### config.mk
export PLATFORM = sky130hd
export DESIGN_NAME = number_to_digit_frames
export DESIGN_NICKNAME = d
export VERILOG_FILES = /design/src/rtl/ntdf_pkg.sv /design/src/rtl/ntdf_front.sv /design/src/rtl/ntdf_divseq.sv /design/src/rtl/ntdf_format.sv /design/src/rtl/number_to_digit_frames.sv
export SDC_FILE = /design/constraint.sdc
export NUM_CORES = 1
export LEC_CHECK = 0
export CORE_MARGIN = 2
export CORE_UTILIZATION = 49
export CTS_BUF_LIST = sky130_fd_sc_hd__clkbuf_4 sky130_fd_sc_hd__clkbuf_8
export DETAILED_ROUTE_END_ITERATION = 8
export DONT_BUFFER_PORTS = 1
export PLACE_DENSITY = 0.63
export SLEW_MARGIN = 15
export SYNTH_ARGS = -nofsm -noshare
export SYNTH_HDL_FRONTEND = slang
export SYNTH_HIERARCHICAL = 1
export SYNTH_SLANG_ARGS = --single-unit
### constraint.sdc
create_clock -name clk -period 14.65 [get_ports clk]
set_input_delay 2.93 -clock clk [delete_from_list [all_inputs] [get_ports clk]]
set_output_delay 2.93 -clock clk [all_outputs]
set_load 0.1 [all_outputs]
### src/rtl/ntdf_pkg.sv
// shared types and constants for the number to digit frames block
// no dependencies; used by every rtl file of the block
package ntdf_pkg;

  localparam int unsigned VALUE_W = 32;
  localparam int unsigned ADDR_W  = 4;
  localparam int unsigned DATA_W  = 8;

  // blank code for a position past the last significant digit
  localparam logic [DATA_W-1:0] BLANK_CODE = 8'h7f;

  // reciprocal of ten: floor(m * RECIP_TEN / 2^35) == m / 10 for any 32-bit m
  localparam logic [VALUE_W-1:0] RECIP_TEN = 32'hcccc_cccd;
  localparam int unsigned RECIP_SHIFT = 35;

  // input request
  typedef struct packed {
    logic signed [VALUE_W-1:0] number;
    logic                      screen_is_first;
  } in_t;

  // one digit-write frame
  typedef struct packed {
    logic [ADDR_W-1:0] first_address;
    logic [DATA_W-1:0] first_data;
    logic [ADDR_W-1:0] second_address;
    logic [DATA_W-1:0] second_data;
    logic              last;
  } out_t;

  // magnitude form of a request, handed from the front stage to the sequencer
  typedef struct packed {
    logic [VALUE_W-1:0] mag;
    logic               neg;
    logic               first;
  } mag_t;

  // one division step, handed from the sequencer to the formatter
  typedef struct packed {
    logic [VALUE_W-1:0] mag;
    logic [VALUE_W-1:0] quo;
    logic               neg;
    logic               first;
    logic [ADDR_W-1:0]  addr;
    logic               last;
  } step_t;

endpackage

### src/rtl/ntdf_front.sv
// front stage: request register and sign/magnitude split
// depends on ntdf_pkg
module ntdf_front (
  input  logic          clk,
  input  logic          rst_n,
  input  logic          start,
  input  ntdf_pkg::in_t in_req,
  input  logic          take,
  output logic          busy,
  output logic          s1_valid,
  output ntdf_pkg::mag_t s1
);

  logic           valid_r;
  logic           valid_nxt;
  logic           accept;
  ntdf_pkg::mag_t s1_r;
  ntdf_pkg::mag_t s1_nxt;

  // the stage frees up in the same cycle the sequencer takes its request
  assign busy   = valid_r && !take;
  assign accept = start && !busy;

  // valid bit
  always_comb begin
    valid_nxt = accept || (valid_r && !take);
  end

  always_ff @(posedge clk) begin
    if (!rst_n) begin
      valid_r <= 1'b0;
    end else begin
      valid_r <= valid_nxt;
    end
  end

  // magnitude and sign; the most negative value maps to 2^31, which fits unsigned
  always_comb begin
    s1_nxt.neg   = in_req.number[ntdf_pkg::VALUE_W-1];
    s1_nxt.first = in_req.screen_is_first;
    if (in_req.number[ntdf_pkg::VALUE_W-1]) begin
      s1_nxt.mag = ~unsigned'(in_req.number) + ntdf_pkg::VALUE_W'(1);
    end else begin
      s1_nxt.mag = unsigned'(in_req.number);
    end
  end

  always_ff @(posedge clk) begin
    if (accept) begin
      s1_r <= s1_nxt;
    end
  end

  assign s1_valid = valid_r;
  assign s1       = s1_r;

endmodule

### src/rtl/ntdf_divseq.sv
// divide-by-ten sequencer: one quotient per cycle through a reciprocal multiply
// depends on ntdf_pkg
module ntdf_divseq #(
  parameter int unsigned DIGIT_COUNT = 8
) (
  input  logic            clk,
  input  logic            rst_n,
  input  logic            s1_valid,
  input  ntdf_pkg::mag_t  s1,
  output logic            take,
  output logic            step_valid,
  output ntdf_pkg::step_t step
);

  localparam int unsigned POS_W = (DIGIT_COUNT > 1) ? $clog2(DIGIT_COUNT) : 1;
  localparam int unsigned PROD_W = 2 * ntdf_pkg::VALUE_W;
  localparam int unsigned QUO_HI = PROD_W - 1;
  localparam int unsigned QUO_LO = ntdf_pkg::RECIP_SHIFT;

  logic                        active_r;
  logic [POS_W-1:0]            pos_r;
  logic [ntdf_pkg::VALUE_W-1:0] mag_r;
  logic                        neg_r;
  logic                        first_r;
  logic                        at_end;
  logic [PROD_W-1:0]           prod;
  logic [ntdf_pkg::VALUE_W-1:0] quo;
  logic                        step_valid_r;
  ntdf_pkg::step_t             step_r;
  ntdf_pkg::step_t             step_nxt;

  assign at_end = (pos_r == POS_W'(DIGIT_COUNT - 1));
  assign take   = s1_valid && (!active_r || at_end);

  // running quotient by ten
  assign prod = PROD_W'(mag_r) * PROD_W'(ntdf_pkg::RECIP_TEN);
  assign quo  = ntdf_pkg::VALUE_W'(prod[QUO_HI:QUO_LO]);

  // sequencer control
  always_ff @(posedge clk) begin
    if (!rst_n) begin
      active_r <= 1'b0;
      pos_r    <= '0;
    end else if (take) begin
      active_r <= 1'b1;
      pos_r    <= '0;
    end else if (active_r && at_end) begin
      active_r <= 1'b0;
    end else if (active_r) begin
      pos_r <= pos_r + POS_W'(1);
    end
  end

  // running value and request attributes
  always_ff @(posedge clk) begin
    if (take) begin
      mag_r   <= s1.mag;
      neg_r   <= s1.neg;
      first_r <= s1.first;
    end else if (active_r) begin
      mag_r <= quo;
    end
  end

  // step record for the formatter
  always_comb begin
    step_nxt.mag   = mag_r;
    step_nxt.quo   = quo;
    step_nxt.neg   = neg_r;
    step_nxt.first = first_r;
    step_nxt.addr  = ntdf_pkg::ADDR_W'(pos_r) + ntdf_pkg::ADDR_W'(1);
    step_nxt.last  = at_end;
  end

  always_ff @(posedge clk) begin
    if (!rst_n) begin
      step_valid_r <= 1'b0;
    end else begin
      step_valid_r <= active_r;
    end
  end

  always_ff @(posedge clk) begin
    if (active_r) begin
      step_r <= step_nxt;
    end
  end

  assign step_valid = step_valid_r;
  assign step       = step_r;

endmodule

### src/rtl/ntdf_format.sv
// formatter: remainder, sign, blanking and chip routing into the frame register
// depends on ntdf_pkg
module ntdf_format (
  input  logic            clk,
  input  logic            rst_n,
  input  logic            step_valid,
  input  ntdf_pkg::step_t step,
  output logic            out_valid,
  output ntdf_pkg::out_t  out_data
);

  logic [3:0]                  rem;
  logic [ntdf_pkg::DATA_W-1:0] digit;
  logic [ntdf_pkg::DATA_W-1:0] data;
  logic                        out_valid_r;
  ntdf_pkg::out_t              out_r;
  ntdf_pkg::out_t              out_nxt;

  // remainder mag - 10*quo lies in 0..9, so four bits of the difference suffice
  assign rem = step.mag[3:0] - {step.quo[0], 3'b000} - {step.quo[2:0], 1'b0};

  // negative values give negative remainders
  always_comb begin
    if (step.neg) begin
      digit = ntdf_pkg::DATA_W'(0) - {4'b0000, rem};
    end else begin
      digit = {4'b0000, rem};
    end
  end

  // blank once the running value is exhausted
  assign data = (step.mag == '0) ? ntdf_pkg::BLANK_CODE : digit;

  // route to the selected chip, no-op pair to the other
  always_comb begin
    out_nxt.last = step.last;
    if (step.first) begin
      out_nxt.first_address  = step.addr;
      out_nxt.first_data     = data;
      out_nxt.second_address = '0;
      out_nxt.second_data    = '0;
    end else begin
      out_nxt.first_address  = '0;
      out_nxt.first_data     = '0;
      out_nxt.second_address = step.addr;
      out_nxt.second_data    = data;
    end
  end

  always_ff @(posedge clk) begin
    if (!rst_n) begin
      out_valid_r <= 1'b0;
    end else begin
      out_valid_r <= step_valid;
    end
  end

  always_ff @(posedge clk) begin
    if (step_valid) begin
      out_r <= out_nxt;
    end
  end

  assign out_valid = out_valid_r;
  assign out_data  = out_r;

endmodule

### src/rtl/number_to_digit_frames.sv
// top level of the number to digit frames block
// depends on ntdf_pkg, ntdf_front, ntdf_divseq, ntdf_format

// Each request (start high while busy is low) yields DIGIT_COUNT digit-write
// frames on consecutive cycles, position 1 first, each marked by out_valid for
// one cycle; the receiver cannot stall, so every frame must be taken as it
// appears. A request passes the front register, the sequencer and step
// registers and the frame register on its way to the ports. With start
// held, a new request is taken as the last one reaches its final position:
// the divide-by-ten sequencer produces one quotient per cycle through a single
// 32x32 reciprocal multiplier, while one more request waits in the front register.
module number_to_digit_frames #(
  parameter int unsigned DIGIT_COUNT = 8
) (
  input  logic           clk,
  input  logic           rst_n,
  input  logic           start,
  output logic           busy,
  input  ntdf_pkg::in_t  in_req,
  output logic           out_valid,
  output ntdf_pkg::out_t out_data
);

  logic            take;
  logic            s1_valid;
  ntdf_pkg::mag_t  s1;
  logic            step_valid;
  ntdf_pkg::step_t step;

  // request register and magnitude
  ntdf_front u_front (
    .clk      (clk),
    .rst_n    (rst_n),
    .start    (start),
    .in_req   (in_req),
    .take     (take),
    .busy     (busy),
    .s1_valid (s1_valid),
    .s1       (s1)
  );

  // digit sequencer
  ntdf_divseq #(
    .DIGIT_COUNT (DIGIT_COUNT)
  ) u_divseq (
    .clk        (clk),
    .rst_n      (rst_n),
    .s1_valid   (s1_valid),
    .s1         (s1),
    .take       (take),
    .step_valid (step_valid),
    .step       (step)
  );

  // frame formatting and output register
  ntdf_format u_format (
    .clk        (clk),
    .rst_n      (rst_n),
    .step_valid (step_valid),
    .step       (step),
    .out_valid  (out_valid),
    .out_data   (out_data)
  );

endmodule
After elaboration in Yosys (flattened, before gate mapping)
Index checks and enable logic that the tools add are counted.
- bits in registers: 142
- logic and storage cells: 55
- input bits: 36
- bitwise gates (word level): 3
- reduce and logical (&&, ||, !) cells: 14
- $add $sub $neg: 6
- equal/unequal tests: 1
- mux-type cells: 7
- multiply operators: 1
- operators by type and width (kind ; number):
    multiplier 32 x 32 -> 64 bit, second input constant ; 1
    two-way mux 32 bit ; 2
    adder 32 x 1 -> 32 bit, second input constant ; 1
    logical NOT 32 bit ; 1
    inverter 32 bit ; 1
    two-way mux 31 bit ; 1
    two-way mux 8 bit ; 2
    subtractor 4 bit ; 2
    subtractor 1 x 4 -> 5 bit, first input constant ; 1
    adder 3 x 1 -> 4 bit, second input constant ; 1
    logical AND 1 bit ; 4
    nonzero test 2 bit ; 2
    adder 3 x 1 -> 3 bit, second input constant ; 1
    equality test 3 bit, second input constant ; 1
    logical NOT 1 bit ; 3
    logical OR 1 bit ; 2
    two-way mux 1 bit ; 2
    inverter 1 bit ; 2
    AND reduction 2 bit ; 1
    OR reduction 2 bit ; 1

Depth between registers and ports, before layout
- depth after elaboration: 8
- gate-level depth with buffers: 24
- depth with buffers taken out: 24

Cells and area by module
The synthesis kept the hierarchy.
- modules (own cells, without submodules) (module ; area an instance (µm²) ; times used ; cells each):
    ntdf_divseq ; 21575.7 ; 1 ; 2085
    ntdf_front ; 1889.3 ; 1 ; 142
    ntdf_format ; 1118.6 ; 1 ; 91

Worst setup path before layout
No wires, ideal clock.
- path type: register to output
- start: register u_divseq.active_r
- end: output busy
- slack: 7.282 ns
- cell stages (with the launch flop): 8
- data arrival time: 4.438 ns
- path through: dfxtp_1 > nor2b_1 > nand2b_1 > buf_2 > inv_1 > clkbuf_1 > clkbuf_1 > nor2b_1
- longest elaborated chain between the ends: 5
- ends and longest elaborated chain (element ; RTL line ; RTL):
    start: declaration ; ntdf_divseq.sv:20 ; logic active_r;
    start signal: assignment ; ntdf_divseq.sv:42 ; active_r <= 1'b0;
    start signal: assignment ; ntdf_divseq.sv:45 ; active_r <= 1'b1;
    start signal: assignment ; ntdf_divseq.sv:48 ; active_r <= 1'b0;
    logical NOT 1 bit ; ntdf_divseq.sv:33 ; assign take = s1_valid && (!active_r || at_end);
    logical OR 1 bit ; ntdf_divseq.sv:33 ;
    logical AND 1 bit ; ntdf_divseq.sv:33 ;
    named net take ; number_to_digit_frames.sv:24 ; logic take;
    logical NOT 1 bit ; ntdf_front.sv:21 ; assign busy = valid_r && !take;
    logical AND 1 bit ; ntdf_front.sv:21 ;
    end: declaration ; number_to_digit_frames.sv:18 ; output logic busy,
The timed path passes the listed nets, and every way through them passes these cells.

Worst setup path after layout
- start: register u_divseq/mag_r[8] in the netlist's numbering
- end: register u_divseq/mag_r[24] in the netlist's numbering (data pin)
- longest elaborated chain between the ends: 3
- ends and longest elaborated chain (element ; RTL line ; RTL):
    start: declaration ; ntdf_divseq.sv:22 ; logic [ntdf_pkg::VALUE_W-1:0] mag_r;
    start signal: assignment ; ntdf_divseq.sv:57 ; mag_r <= s1.mag;
    start signal: assignment ; ntdf_divseq.sv:61 ; mag_r <= quo;
    multiplier 32 x 32 -> 64 bit ; ntdf_divseq.sv:36 ; assign prod = PROD_W'(mag_r) * PROD_W'(ntdf_pkg::RECIP_TEN);
    two-way mux 32 bit ; ntdf_divseq.sv:60 ; end else if (active_r) begin
    two-way mux 32 bit ; ntdf_divseq.sv:56 ; if (take) begin
No other way between the ends. The select of a mux whose other input is x is not followed.
A chain may end at the register's enable or synchronous reset.

==> flow_metrics.py <==
metrics = {
    "status": {
        "status": "completed",
    },
    "setup_path": {
        "required_ps": 14870,
        "crit_path_end_kind": "register",
        "path_class": "reg2reg",
        "crit_fanout": 9,
        "cp.arrival_ps": 8860,
        "cp-start-kind": "register",
        "r2r_slack_ps": 6000,
    },
    "sta": {
        "drv_slew": 0,
        "fin_crit_ps": 8650,
        "worstMarginPinSlew_ps": 1140,
        "fin_tns_setup_ps": 0,
        "finalSetupViolCount": 0,
        "rsz0062_at_grt": "no",
        "hold_violations": 0,
        "fin_skew_ps": 23.9,
        "fmax_mhz": 116,
        "post-route-period-util": 0.590,
        "relSlewSlack": 0.239,
    },
    "grt": {
        "grt_start_max_net_pins": 46,
        "track_usage": 0.296,
        "grt_overflow": 0,
        "grt_first_pass_wirelength_um": 107000,
        "grt_pass1_vias": 17300,
        "antenna_found_initial": 5,
    },
    "clocking": {
        "cts-resized-gates": 0,
        "cts_setup_buffers": 0,
        "cts_htree_levels": 4,
        "clkTransAtPathRegs_ps": 90,
        "clock-sinks": 138,
        "clk_path_buf_depth": 2,
        "hold_buffers": 0,
        "cts_tree": "yes",
        "cts_root_buf": "clkbuf_8",
        "cts_made_buffers": 17,
        "clock_latency_ps": 500,
    },
    "finish": {
        "drive_gt1_frac": 0.0459,
        "layout.nets": 3009,
        "area_delta_synth_final_pct": 4.47,
    },
    "synth": {
        "avgSynthCellArea_um2": 10.5,
        "ys_warn_count": 6,
        "synthCells": 2250,
        "synth_area_um2": 23500,
        "synth.net_count": 3027,
    },
    "place": {
        "port_buffers": 0,
        "post-dp-hpwl_um": 61000,
        "gp_congestion": 0.968,
    },
    "hold_path": {
        "hold_class": "reg2reg",
    },
    "floorplanning": {
        "die_area_um2": 49800,
        "die_height_um": 223,
        "start_util": 0.495,
        "core_um2": 47500,
        "num_rows": 80,
        "ios": 63,
        "die_w_um": 223,
    },
    "drt": {
        "vias": 16200,
        "postRouteAntennaNets": 0,
        "drc": 0,
        "firstDrtPassIters": 6,
        "detail_route.wl_per_cell_um": 24.4,
        "wl_um": 69800,
        "vias_per_cell": 5.64,
        "first_iter_violations": 1304,
    },
    "flow_run": {
        "cap_violations": 0,
    },
}
-- worst paths after layout --
path                                        start  cells past startpoint                 end
worst max-delay path            u_divseq/mag_r[8]                     22  u_divseq/mag_r[24]
worst min-delay path               u_divseq/neg_r                      0    u_divseq/step[6]
worst max register to register  u_divseq/mag_r[8]                     22  u_divseq/mag_r[24]
worst min register to register     u_divseq/neg_r                      0    u_divseq/step[6]
-- stage by stage --
stage / area, um^2 / worst slack (ps) / hold WS (ps) / instances / util
floorplan: 23500 / 7750 / 400 / 2250 / -
global placement: 24200 / 6180 / 404 / 2828 / 0.509
detailed placement: 24200 / 6170 / 405 / 2828 / 0.509
CTS: 24600 / 6120 / 427 / 2860 / 0.517
global route: 24600 / 5780 / 438 / 2861 / 0.517
finish: 24600 / 6000 / 425 / 2862 / 0.517
-- final cells by class --
cell class                 count  area, um^2
fill                        4280       23000
multi-input combinational   1477       17100
sequential                   138        4080
inverter                     589        2210
tap                          615         769
clock buffer                  17         234
clock inverter                15         128
timing repair buffer           9         108
antenna                        2        5.00
-- cell usage in the layout, fill, tap and decap left out, types with 8 or more instances in the layout --
cell,instances
nor2b_1,16
nor4_1,21
nand2_1,93
ha_1,355
nor2_1,52
nand4_1,23
and2_1,24
o21ai_0,53
o21bai_1,11
a21oi_1,82
o21a_1,12
a21o_1,37
nor3_1,23
inv_1,589
o31ai_1,16
mux2_2,8
nand3_1,22
clkbuf_8,17
xor2_1,38
a211oi_1,11
xnor2_1,59
edfxtp_1,131
fa_1,386
-- flip-flops by register name (all words and copies together) (netlist names), 3 cells and up --
| name | flops |
|---|---|
| u_divseq/pos_r | 3 |
| u_front/s1 | 34 |
| u_divseq/step | 42 |
| u_divseq/mag_r | 32 |
| u_format/out_data | 21 |
-- metal layers --
layer	GRT usage	wire (um)	vias to the layer above	share of wire
li1	-	-	7230	-
met1	0.407	30000	8124	0.43
met2	0.466	31800	680	0.46
met3	0.0691	5720	117	0.082
met4	0.0929	2280	2	0.033
met5	0	13	-	0.00019
-- worst max-delay path: stages (launching register included) --
cell	delay, ps
edfxtp_1	790
ha_1	540
xnor2_1	610
o21ai_0	240
fa_1	580
inv_1	50
fa_1	480
fa_1	560
inv_1	60
fa_1	460
fa_1	500
inv_1	70
fa_1	600
inv_1	60
ha_1	400
a21oi_1	260
o211ai_1	160
a311oi_2	410
nand3_1	140
o21ai_0	270
a31oi_1	280
o2111ai_1	290
nor3b_1	550
Power is left out: the tool's default activity adds up to more than one toggle a clock period on the data nets, which glitch-free logic cannot reach.
